--- src/hw/rtl/mmq_pkg.sv ---
`timescale 1ns / 1ps
package mmq_pkg;

	localparam int DATA_W    = 32;
	localparam int CODE_W    = 16;
	localparam int DIV_STEPS = 16;
	localparam int DIV_CNT_W = 4;

	// Offset that moves an unsigned quotient onto the signed code range
	localparam logic [CODE_W-1:0] CODE_BIAS = 16'h8000;

	localparam logic signed [DATA_W-1:0] MIN_RESET = 32'sh7FFF_FFFF;
	localparam logic signed [DATA_W-1:0] MAX_RESET = 32'sh8000_0000;

	// Commands from the controller to the datapath
	typedef struct packed {
		logic store;     // take the incoming sample
		logic clear;     // return the vector state to reset
		logic range_ld;  // latch the scaling bounds
		logic rd;        // read the store at the current index
		logic diff_ld;   // latch sample minus low bound
		logic num_ld;    // latch the scaled numerator into the divider
		logic div_step;  // one restoring division step
		logic out_ld;    // load the output register
		logic k_inc;     // advance the read index
	} dp_cmd_t;

endpackage

--- src/hw/rtl/mmq_in_if.sv ---
`timescale 1ns / 1ps
interface mmq_in_if;
	logic                valid;
	logic                ready;
	logic signed [31:0]  sample;
	logic                final_sample;

	modport source (output valid, output sample, output final_sample, input ready);
	modport sink   (input valid, input sample, input final_sample, output ready);
endinterface

--- src/hw/rtl/mmq_out_if.sv ---
`timescale 1ns / 1ps
interface mmq_out_if;
	logic                valid;
	logic                ready;
	logic signed [15:0]  code;
	logic signed [31:0]  range_low;
	logic signed [31:0]  range_high;
	logic                last_code;
	logic                overflowed;

	modport source (output valid, output code, output range_low, output range_high,
		output last_code, output overflowed, input ready);
	modport sink   (input valid, input code, input range_low, input range_high,
		input last_code, input overflowed, output ready);
endinterface

--- src/hw/rtl/mmq_ram.sv ---
`timescale 1ns / 1ps
module mmq_ram #(
	parameter int WIDTH  = 32,
	parameter int DEPTH  = 64,
	parameter int ADDR_W = (DEPTH > 1) ? $clog2(DEPTH) : 1
) (
	input  logic              clk,
	input  logic              wr_en,
	input  logic [ADDR_W-1:0] wr_addr,
	input  logic [WIDTH-1:0]  wr_data,
	input  logic              rd_en,
	input  logic [ADDR_W-1:0] rd_addr,
	output logic [WIDTH-1:0]  rd_data
);

	logic [WIDTH-1:0] mem_q [DEPTH];

	always_ff @(posedge clk) begin
		if (wr_en) begin
			mem_q[wr_addr] <= wr_data;
		end
		if (rd_en) begin
			rd_data <= mem_q[rd_addr];
		end
	end

endmodule

--- src/hw/rtl/mmq_ctrl.sv ---
`timescale 1ns / 1ps
module mmq_ctrl (
	input  logic             clk,
	input  logic             arst_n,
	input  logic             in_valid,
	input  logic             in_final,
	output logic             in_ready,
	input  logic             out_ready,
	output logic             out_valid,
	input  logic             last,
	output mmq_pkg::dp_cmd_t cmd
);
	import mmq_pkg::*;

	typedef enum logic [2:0] {
		ST_LOAD,
		ST_RANGE,
		ST_READ,
		ST_DIFF,
		ST_NUM,
		ST_DIV,
		ST_PUT
	} state_t;

	state_t                 state_q;
	logic [DIV_CNT_W-1:0]   cnt_q;
	logic                   out_valid_q;
	logic                   put_ok;

	assign in_ready  = (state_q == ST_LOAD);
	assign out_valid = out_valid_q;
	assign put_ok    = !out_valid_q || out_ready;

	always_comb begin
		cmd = '0;
		case (state_q)
			ST_LOAD:  cmd.store    = in_valid;
			ST_RANGE: cmd.range_ld = 1'b1;
			ST_READ:  cmd.rd       = 1'b1;
			ST_DIFF:  cmd.diff_ld  = 1'b1;
			ST_NUM:   cmd.num_ld   = 1'b1;
			ST_DIV:   cmd.div_step = 1'b1;
			ST_PUT: begin
				cmd.out_ld = put_ok;
				cmd.clear  = put_ok && last;
				cmd.k_inc  = put_ok && !last;
			end
			default: cmd = '0;
		endcase
	end

	always_ff @(posedge clk or negedge arst_n) begin
		if (!arst_n) begin
			state_q     <= ST_LOAD;
			cnt_q       <= '0;
			out_valid_q <= 1'b0;
		end else begin
			if (cmd.out_ld) begin
				out_valid_q <= 1'b1;
			end else if (out_ready) begin
				out_valid_q <= 1'b0;
			end
			case (state_q)
				ST_LOAD: begin
					if (in_valid && in_final) begin
						state_q <= ST_RANGE;
					end
				end
				ST_RANGE: state_q <= ST_READ;
				ST_READ:  state_q <= ST_DIFF;
				ST_DIFF:  state_q <= ST_NUM;
				ST_NUM: begin
					cnt_q   <= DIV_CNT_W'(DIV_STEPS - 1);
					state_q <= ST_DIV;
				end
				ST_DIV: begin
					if (cnt_q == '0) begin
						state_q <= ST_PUT;
					end else begin
						cnt_q <= cnt_q - 1'b1;
					end
				end
				ST_PUT: begin
					if (put_ok) begin
						state_q <= last ? ST_LOAD : ST_READ;
					end
				end
				default: state_q <= ST_LOAD;
			endcase
		end
	end

endmodule

--- src/hw/rtl/mmq_dp.sv ---
`timescale 1ns / 1ps
module mmq_dp #(
	parameter int STORE_DEPTH = 64
) (
	input  logic                             clk,
	input  logic                             arst_n,
	input  mmq_pkg::dp_cmd_t                 cmd,
	output logic                             last,
	input  logic signed [mmq_pkg::DATA_W-1:0] sample,
	output logic signed [mmq_pkg::CODE_W-1:0] code,
	output logic signed [mmq_pkg::DATA_W-1:0] range_low,
	output logic signed [mmq_pkg::DATA_W-1:0] range_high,
	output logic                             last_code,
	output logic                             overflowed
);
	import mmq_pkg::*;

	localparam int AW = (STORE_DEPTH > 1) ? $clog2(STORE_DEPTH) : 1;
	localparam int CW = $clog2(STORE_DEPTH + 1);

	logic [CW-1:0]              count_q;
	logic [AW-1:0]              k_q;
	logic signed [DATA_W-1:0]   min_q;
	logic signed [DATA_W-1:0]   max_q;
	logic                       dropped_q;

	logic signed [DATA_W:0]     low_q;
	logic [DATA_W-1:0]          span_q;
	logic [DATA_W-1:0]          d_q;
	logic [DATA_W-1:0]          rem_q;
	logic [CODE_W-1:0]          quo_q;

	logic signed [CODE_W-1:0]   code_q;
	logic signed [DATA_W-1:0]   range_low_q;
	logic signed [DATA_W-1:0]   range_high_q;
	logic                       last_q;
	logic                       ovf_q;

	logic                       full;
	logic                       wr_en;
	logic [DATA_W-1:0]          rd_data;
	logic signed [DATA_W:0]     diff;
	logic [DATA_W+CODE_W-1:0]   num;
	logic [DATA_W:0]            trial;
	logic                       fits;
	logic                       round_up;

	assign full  = (count_q == CW'(STORE_DEPTH));
	assign wr_en = cmd.store && !full;
	assign last  = ((CW'(k_q) + CW'(1)) == count_q);

	mmq_ram #(
		.WIDTH (DATA_W),
		.DEPTH (STORE_DEPTH),
		.ADDR_W(AW)
	) u_store (
		.clk    (clk),
		.wr_en  (wr_en),
		.wr_addr(count_q[AW-1:0]),
		.wr_data(sample),
		.rd_en  (cmd.rd),
		.rd_addr(k_q),
		.rd_data(rd_data)
	);

	// x - low is never negative and fits 32 bits unsigned
	assign diff = {rd_data[DATA_W-1], rd_data} - low_q;
	// d * 65535 as (d << 16) - d
	assign num  = {d_q, {CODE_W{1'b0}}} - {{CODE_W{1'b0}}, d_q};
	assign trial = {rem_q, quo_q[CODE_W-1]};
	assign fits  = (trial >= {1'b0, span_q});
	// below the midpoint the code truncates toward zero, so round the quotient up
	assign round_up = !quo_q[CODE_W-1] && (rem_q != '0);

	always_ff @(posedge clk or negedge arst_n) begin
		if (!arst_n) begin
			count_q   <= '0;
			k_q       <= '0;
			min_q     <= MIN_RESET;
			max_q     <= MAX_RESET;
			dropped_q <= 1'b0;
		end else begin
			if (cmd.clear) begin
				count_q   <= '0;
				k_q       <= '0;
				min_q     <= MIN_RESET;
				max_q     <= MAX_RESET;
				dropped_q <= 1'b0;
			end else begin
				if (cmd.store) begin
					if (full) begin
						dropped_q <= 1'b1;
					end else begin
						count_q <= count_q + 1'b1;
						if (sample < min_q) begin
							min_q <= sample;
						end
						if (sample > max_q) begin
							max_q <= sample;
						end
					end
				end
				if (cmd.k_inc) begin
					k_q <= k_q + 1'b1;
				end
			end
		end
	end

	always_ff @(posedge clk) begin
		if (cmd.range_ld) begin
			if (min_q == max_q) begin
				low_q  <= {max_q[DATA_W-1], max_q} - 1'sb1;
				span_q <= DATA_W'(1);
			end else begin
				low_q  <= {min_q[DATA_W-1], min_q};
				span_q <= DATA_W'(max_q - min_q);
			end
		end
		if (cmd.diff_ld) begin
			d_q <= diff[DATA_W-1:0];
		end
		if (cmd.num_ld) begin
			rem_q <= num[DATA_W+CODE_W-1:CODE_W];
			quo_q <= num[CODE_W-1:0];
		end else if (cmd.div_step) begin
			rem_q <= fits ? DATA_W'(trial - {1'b0, span_q}) : trial[DATA_W-1:0];
			quo_q <= {quo_q[CODE_W-2:0], fits};
		end
		if (cmd.out_ld) begin
			code_q       <= (quo_q + CODE_W'(round_up)) ^ CODE_BIAS;
			range_low_q  <= low_q[DATA_W-1:0];
			range_high_q <= max_q;
			last_q       <= last;
			ovf_q        <= dropped_q;
		end
	end

	assign code       = code_q;
	assign range_low  = range_low_q;
	assign range_high = range_high_q;
	assign last_code  = last_q;
	assign overflowed = ovf_q;

endmodule

--- src/hw/rtl/min_max_quantizer_16bit_top.sv ---
`timescale 1ns / 1ps
// Min/max linear quantizer: 32-bit signed samples in, 16-bit signed codes out.
// samples channel: one sample per transaction; final_sample closes the vector.
//   Samples load at one per cycle into a STORE_DEPTH-entry store while the
//   running minimum and maximum are tracked. Samples past the store depth are
//   dropped and flag the vector as overflowed.
// codes channel: after the closing sample, one transaction per stored sample,
//   in load order, each with the scaling bounds, overflow flag and last_code
//   on the final one.
// Sequencing: after the closing transaction the scaling bounds are latched;
//   each code then takes a store read, difference, scaling, the shared
//   restoring divider (16 steps) and the output load, one code at a time.
//   Samples are not taken while codes are being produced; the
//   next vector may start loading while the last code still waits.
// Reset clears the vector state (count, bounds, overflow) and the output
//   register's valid; store contents are not cleared.
// A stalled receiver holds the current code; the next one waits in the
//   divider until the output register frees up.
module min_max_quantizer_16bit_top #(
	parameter int STORE_DEPTH = 64
) (
	input logic     clk,
	input logic     arst_n,
	mmq_in_if.sink  samples,
	mmq_out_if.source codes
);
	import mmq_pkg::*;

	dp_cmd_t cmd;
	logic    last;

	// Sequence one vector: load, then per code read / scale / divide / put
	mmq_ctrl u_ctrl (
		.clk      (clk),
		.arst_n   (arst_n),
		.in_valid (samples.valid),
		.in_final (samples.final_sample),
		.in_ready (samples.ready),
		.out_ready(codes.ready),
		.out_valid(codes.valid),
		.last     (last),
		.cmd      (cmd)
	);

	// Store, bound tracking, divider and output register
	mmq_dp #(
		.STORE_DEPTH(STORE_DEPTH)
	) u_dp (
		.clk       (clk),
		.arst_n    (arst_n),
		.cmd       (cmd),
		.last      (last),
		.sample    (samples.sample),
		.code      (codes.code),
		.range_low (codes.range_low),
		.range_high(codes.range_high),
		.last_code (codes.last_code),
		.overflowed(codes.overflowed)
	);

	// Closing a vector stops the input until its codes are produced
	a_close_blocks_input: assert property (@(posedge clk) disable iff (!arst_n)
		samples.valid && samples.ready && samples.final_sample |=> !samples.ready)
		else $error("input taken right after closing sample");

	// No input while a non-final code of the vector is pending
	a_emit_blocks_input: assert property (@(posedge clk) disable iff (!arst_n)
		codes.valid && !codes.last_code |-> !samples.ready)
		else $error("input ready during code emission");

	// Hold the offered code while the receiver stalls
	a_stall_holds_code: assert property (@(posedge clk) disable iff (!arst_n)
		codes.valid && !codes.ready |=> codes.valid && $stable(codes.code)
			&& $stable(codes.range_low) && $stable(codes.last_code))
		else $error("code changed while stalled");

endmodule
--- src/flat_wrapper.sv ---
// flat-port wrapper written by rule: the top's interface ports become plain ports
module min_max_quantizer_16bit_top_flat import mmq_pkg::*;
#(
	parameter int STORE_DEPTH = 64
)
  (clk, arst_n, samples_valid, samples_sample, samples_final_sample, samples_ready, codes_valid, codes_code, codes_range_low, codes_range_high, codes_last_code, codes_overflowed, codes_ready);
  mmq_in_if samples_i ();
  mmq_out_if codes_i ();
  input logic clk;
  input logic arst_n;
  input wire logic [$bits(samples_i.valid)-1:0] samples_valid;
  input wire logic [$bits(samples_i.sample)-1:0] samples_sample;
  input wire logic [$bits(samples_i.final_sample)-1:0] samples_final_sample;
  output wire logic [$bits(samples_i.ready)-1:0] samples_ready;
  output wire logic [$bits(codes_i.valid)-1:0] codes_valid;
  output wire logic [$bits(codes_i.code)-1:0] codes_code;
  output wire logic [$bits(codes_i.range_low)-1:0] codes_range_low;
  output wire logic [$bits(codes_i.range_high)-1:0] codes_range_high;
  output wire logic [$bits(codes_i.last_code)-1:0] codes_last_code;
  output wire logic [$bits(codes_i.overflowed)-1:0] codes_overflowed;
  input wire logic [$bits(codes_i.ready)-1:0] codes_ready;
  assign samples_i.valid = samples_valid;
  assign samples_i.sample = samples_sample;
  assign samples_i.final_sample = samples_final_sample;
  assign samples_ready = samples_i.ready;
  assign codes_valid = codes_i.valid;
  assign codes_code = codes_i.code;
  assign codes_range_low = codes_i.range_low;
  assign codes_range_high = codes_i.range_high;
  assign codes_last_code = codes_i.last_code;
  assign codes_overflowed = codes_i.overflowed;
  assign codes_i.ready = codes_ready;
  min_max_quantizer_16bit_top #(.STORE_DEPTH(STORE_DEPTH)) u_core (.clk(clk), .arst_n(arst_n), .samples(samples_i), .codes(codes_i));
endmodule
--- config.mk ---
export PLATFORM = sky130hd
export DESIGN_NAME = min_max_quantizer_16bit_top_flat
export DESIGN_NICKNAME = d
export VERILOG_FILES = /design/src/hw/rtl/mmq_pkg.sv /design/src/hw/rtl/mmq_in_if.sv /design/src/hw/rtl/mmq_out_if.sv /design/src/hw/rtl/mmq_ram.sv /design/src/hw/rtl/mmq_ctrl.sv /design/src/hw/rtl/mmq_dp.sv /design/src/hw/rtl/min_max_quantizer_16bit_top.sv /design/src/flat_wrapper.sv
export SDC_FILE = /design/constraint.sdc
export NUM_CORES = 2
export LEC_CHECK = 0
export BUFFER_PORTS_ARGS = -buffer_cell sky130_fd_sc_hd__buf_2
export CAP_MARGIN = 10
export CORE_ASPECT_RATIO = 1.2
export CORE_MARGIN = 3
export CORE_UTILIZATION = 50
export CTS_BUF_LIST = sky130_fd_sc_hd__clkbuf_16
export CTS_CLUSTER_SIZE = 10
export DETAILED_ROUTE_END_ITERATION = 10
export GPL_TIMING_DRIVEN = 0
export PLACE_DENSITY = 0.66
export RECOVER_POWER = 100
export SLEW_MARGIN = 25
export SYNTH_ARGS = -nofsm -noshare
export SYNTH_HDL_FRONTEND = slang
export SYNTH_SLANG_ARGS = --single-unit
--- constraint.sdc ---
create_clock -name clk -period 14.86 [get_ports clk]
set_input_delay 0 -clock clk [delete_from_list [all_inputs] [get_ports clk]]
set_output_delay 0 -clock clk [all_outputs]
set_load 0.01 [all_outputs]
==> key figures <==
Status
  • Status: finished, violations left
  • Failing checks: max-capacitance violations, max-slew violations

Logic synthesis
  • Async S/R FF share, synth: 0.0360
  • EDFF count, synth: 2306
  • Fraction of the yosys area taken by sequential cells: 0.715
  • Synth Cell Area: approximately 100000 um2
  • Post-Synthesis Cells: 5277
  • Mapped Avg Cell Area: 18.9 um2
  • Top cells by instance count after synthesis: 2306 x edfxtp_1, 663 x mux4_2, 248 x nand2_1
  • Most frequent cell after synthesis: edfxtp_1
  • Synth top area share: 0.693
  • Synth warn: 0
  • Synth Net Count: 5498
  • Post-synth cell types: 85
  • Dominant synthesized flop cell: edfxtp_1
  • Synth area leaders: edfxtp_1 69%, mux4_2 15%, ha_1 2.3%
  • Synth area leader: edfxtp_1
  • Synthesized flop and latch total: 2392

Floorplan
  • Die height: 496 um
  • Core area: around 200000 um2
  • I/O pin cnt: approximately 120
  • Rows: ~180
  • Die Wd: 414 um
  • Initial core utilization: 0.504
  • Die area: 205000 um2

Setup path
  • Critical-path top delay cell: nor3_1
  • Max Fanout on Critical Path: 10
  • Setup slack, reg-to-reg: 8.02 ns
  • Worst Setup SP: u_core.u_dp.k_q[0]$_DFFE_PN0P_
  • Worst path arrival time: around 7.7 ns
  • Crit-path cells: clkbuf_1 > clkbuf_1 > clkbuf_1 > clkbuf_1 > xor2_1 > nand4_1 > nor3_1 > nand2_1 > clkbuf_1 > clkbuf_1 > a31oi_1
  • CP peak stage delay: 1.42 ns
  • CP Capture Type: register
  • Top cell family by delay on the critical path: buffers and inverters
  • CP Class: reg2reg
  • Critical Path Source Type: register
  • CP most frequent cell: clkbuf_1
  • Worst flop-to-flop path startpoint: u_core.u_dp.k_q[0]$_DFFE_PN0P_
  • CP Buf/Inv Count: 6
  • CP Data Required Time: between 15 and 20 ns

Route
  • Initial drt markers: approximately 6600
  • Via count: ~54000
  • Drt total wl: 290000 um
  • Routed wire per std cell: 33.8 um
  • Pre-Repair DR Iteration Count: 6
  • Vias per cell: ~6.3
  • DRC: 0
  • Final ANT Viol Nets: 0

Final layout
  • Share of layout cells above drive strength 1: 0.190
  • Filler cells: approximately 15000
  • Final core utilization: 0.567
  • Register Area: just over 70000 um2
  • Area grow syn2layout: 12.5%
  • Fin nets: 6085
  • Final instance area: 112000 um2
  • Area of the multi-input gates: approximately 27000 um2

Timing
  • Unrepaired setup endpoints after global routing: no
  • Slew Viols, Final: ~2700
  • Final min period: 6.84 ns
  • Max-slew headroom: -1.65
  • Fin crit share: 0.461
  • Final Hold Fails: 0
  • # setup viols final: 0
  • Worst slew pin tran: 3.98 ns
  • Clock Skew: 0.0614 ns
  • Fmax achieved: 146 MHz
  • Fin Setup TNS: 0 ns

Clock tree
  • Cells resized by post-CTS repair: 0
  • TritonCTS Buffers: 293
  • Postcts setup bufs: 0
  • H-tree depth: 5
  • Hold-fix buffers, CTS: 39
  • Clock sinks: roughly 2400
  • Max Root-Sink Buffers: 4
  • Clock transition at path regs: about 0.06 ns
  • CTS tree: built
  • Worst skew pair latency: around 0.93 ns
  • Clk root buf: clkbuf_16

Power and ir drop
  • Peak VDD IR: 0.147 mV
  • Pleak: 37.0 nW
  • PD cells: 192 nW/um2
  • Power, Total: ~22 mW

Hold path
  • Worst hold path type: in2reg
  • Hold_sp: samples_valid

Placement
  • Placed inst area: 108000 um2
  • GPL Wtd Cong: 0.891
  • Port Buffers: 120
  • Hpwl dp: 199000 um

Global routing
  • Most Crowded Layer GR: met2
  • Largest net degree at the start of global routing: 69
  • Met1 Resource Use GR: 0.350
  • First-pass GRT wire length: 410000 um
  • Overall Global Routing Usage: 0.284
  • Initial antenna violation count: 25
  • M2 GR Usage: 0.480
  • Grt ovf: 0
  • Vias in the first global route: between 50000 and 60000
  • M3 GR Usage: 0.0540

Job
  • Max cap viols: 58
## kinds of logic (layout without fill, tap and decap cells)
| logic type | Yosys count | after routing | share of synthesized area |
|---|---|---|---|
| adder cells (fa/ha/maj) | 184 | 184 | 0.0233 |
| flip-flops | 2392 | 2392 | 0.715 |
| XOR/XNOR | 163 | 163 | 0.0143 |
| multiplexers | 729 | 729 | 0.156 |
| AO/OA/AOI/OAI | 549 | 549 | 0.0354 |
| AND/OR/NAND/NOR | 796 | 796 | 0.0375 |
| other | 0 | 14 | 0 |
| buffers and inverters | 464 | 1140 | 0.0189 |
## tightest hold or removal path: stages
cell	delay, ns
dlygate4sd3_1	0.52
buf_2	0.17
nand2_1	0.09
nor2_1	0.09
o21a_1	0.11
## layout make-up
| type | instances | area share |
|---|---|---|
| clock buffers | 299 | 0.0665 |
| diodes | 14 | 0.000312 |
| multi-input cells | 2421 | 0.237 |
| flip-flops and latches | 2392 | 0.635 |
| well taps | 2624 | 0.0292 |
| clock inverters | 85 | 0.00327 |
| repair buffers | 292 | 0.0120 |
| plain buffers | 233 | 0.00879 |
| inverters | 231 | 0.00772 |
## through the flow
step,hold slack (ns),instances,setup slack (ns)
floorplan,-0.296,5277,8.95
global placement,0.410,8021,6.02
detailed placement,-0.0464,8154,10.17
CTS,0.0151,8577,10.11
global route,0.116,8580,7.38
finish,0.111,8591,8.02
## state kept, by name (all words and copies together), names as in the netlist, 3 cells and up
| register | flops |
|---|---|
| u_core.u_dp.code | 16 |
| u_core.u_dp.u_store.rd_data | 32 |
| u_core.u_dp.u_store.mem_q | 2048 |
| u_core.u_dp.count_q | 7 |
| u_core.u_dp.span_q | 32 |
| u_core.u_ctrl.state_q | 3 |
| u_core.u_dp.low_q | 32 |
| u_core.u_dp.quo_q | 16 |
| u_core.u_dp.min_q | 32 |
| u_core.u_dp.range_high | 32 |
| u_core.u_dp.range_low | 32 |
| u_core.u_dp.k_q | 6 |
| u_core.u_dp.max_q | 32 |
| u_core.u_dp.rem_q | 32 |
| u_core.u_ctrl.cnt_q | 4 |
| u_core.u_dp.d_q | 32 |
## final timing paths
| check | endpoint | cells past startpoint |
|---|---|---|
| worst max-delay path | u_core.u_dp.min_q[26]$_DFFE_PN1P_ | 11 |
| max in group asynchronous | u_core.u_ctrl.cnt_q[2]$_DFFE_PN0P_ | 5 |
| worst min register to register | u_core.u_dp.min_q[11]$_DFFE_PN1P_ | 2 |
| min in group asynchronous | u_core.u_dp.max_q[6]$_DFFE_PN0P_ | 4 |
| worst max register to register | u_core.u_dp.min_q[26]$_DFFE_PN1P_ | 11 |
| worst min-delay path | u_core.u_dp.dropped_q$_DFFE_PN0P_ | 5 |
## layout by cell type, fill, tap and decap left out, types with 20 or more instances in the layout
master / instances
edfxtp_1: 2306
mux4_2: 663
clkbuf_1: 375
clkbuf_16: 299
inv_1: 298
nand2_1: 248
nor2_1: 237
ha_1: 181
a21oi_1: 132
o21ai_0: 130
xnor2_1: 119
a21o_1: 83
buf_2: 76
a31oi_1: 56
nand3_1: 54
mux2i_1: 54
dfrtp_1: 54
nor3_1: 48
nand4_1: 45
xor2_1: 44
dlygate4sd3_1: 38
dfstp_2: 29
nor2b_1: 27
nor4_1: 24
o21a_1: 22
buf_1: 21
and3_1: 20
## per-layer routing
layer / routed length, um / vias up / share of wire
met2: 145000 / 2771 / 0.50
met5: 34 / - / 0.00012
met3: 22800 / 666 / 0.079
met1: 104000 / 28500 / 0.36
met4: 18500 / 6 / 0.064
li1: - / 22500 / -
## power by group
group | switching [mW] | leakage (nW) | total [mW] | internal [mW]
registers | 0.401 | 21.8 | 8.46 | 8.06
clock network | 2.55 | 4.11 | 6.10 | 3.55
logic | 4.20 | 11.2 | 7.08 | 2.88
(Power assumes the default switching activity.)
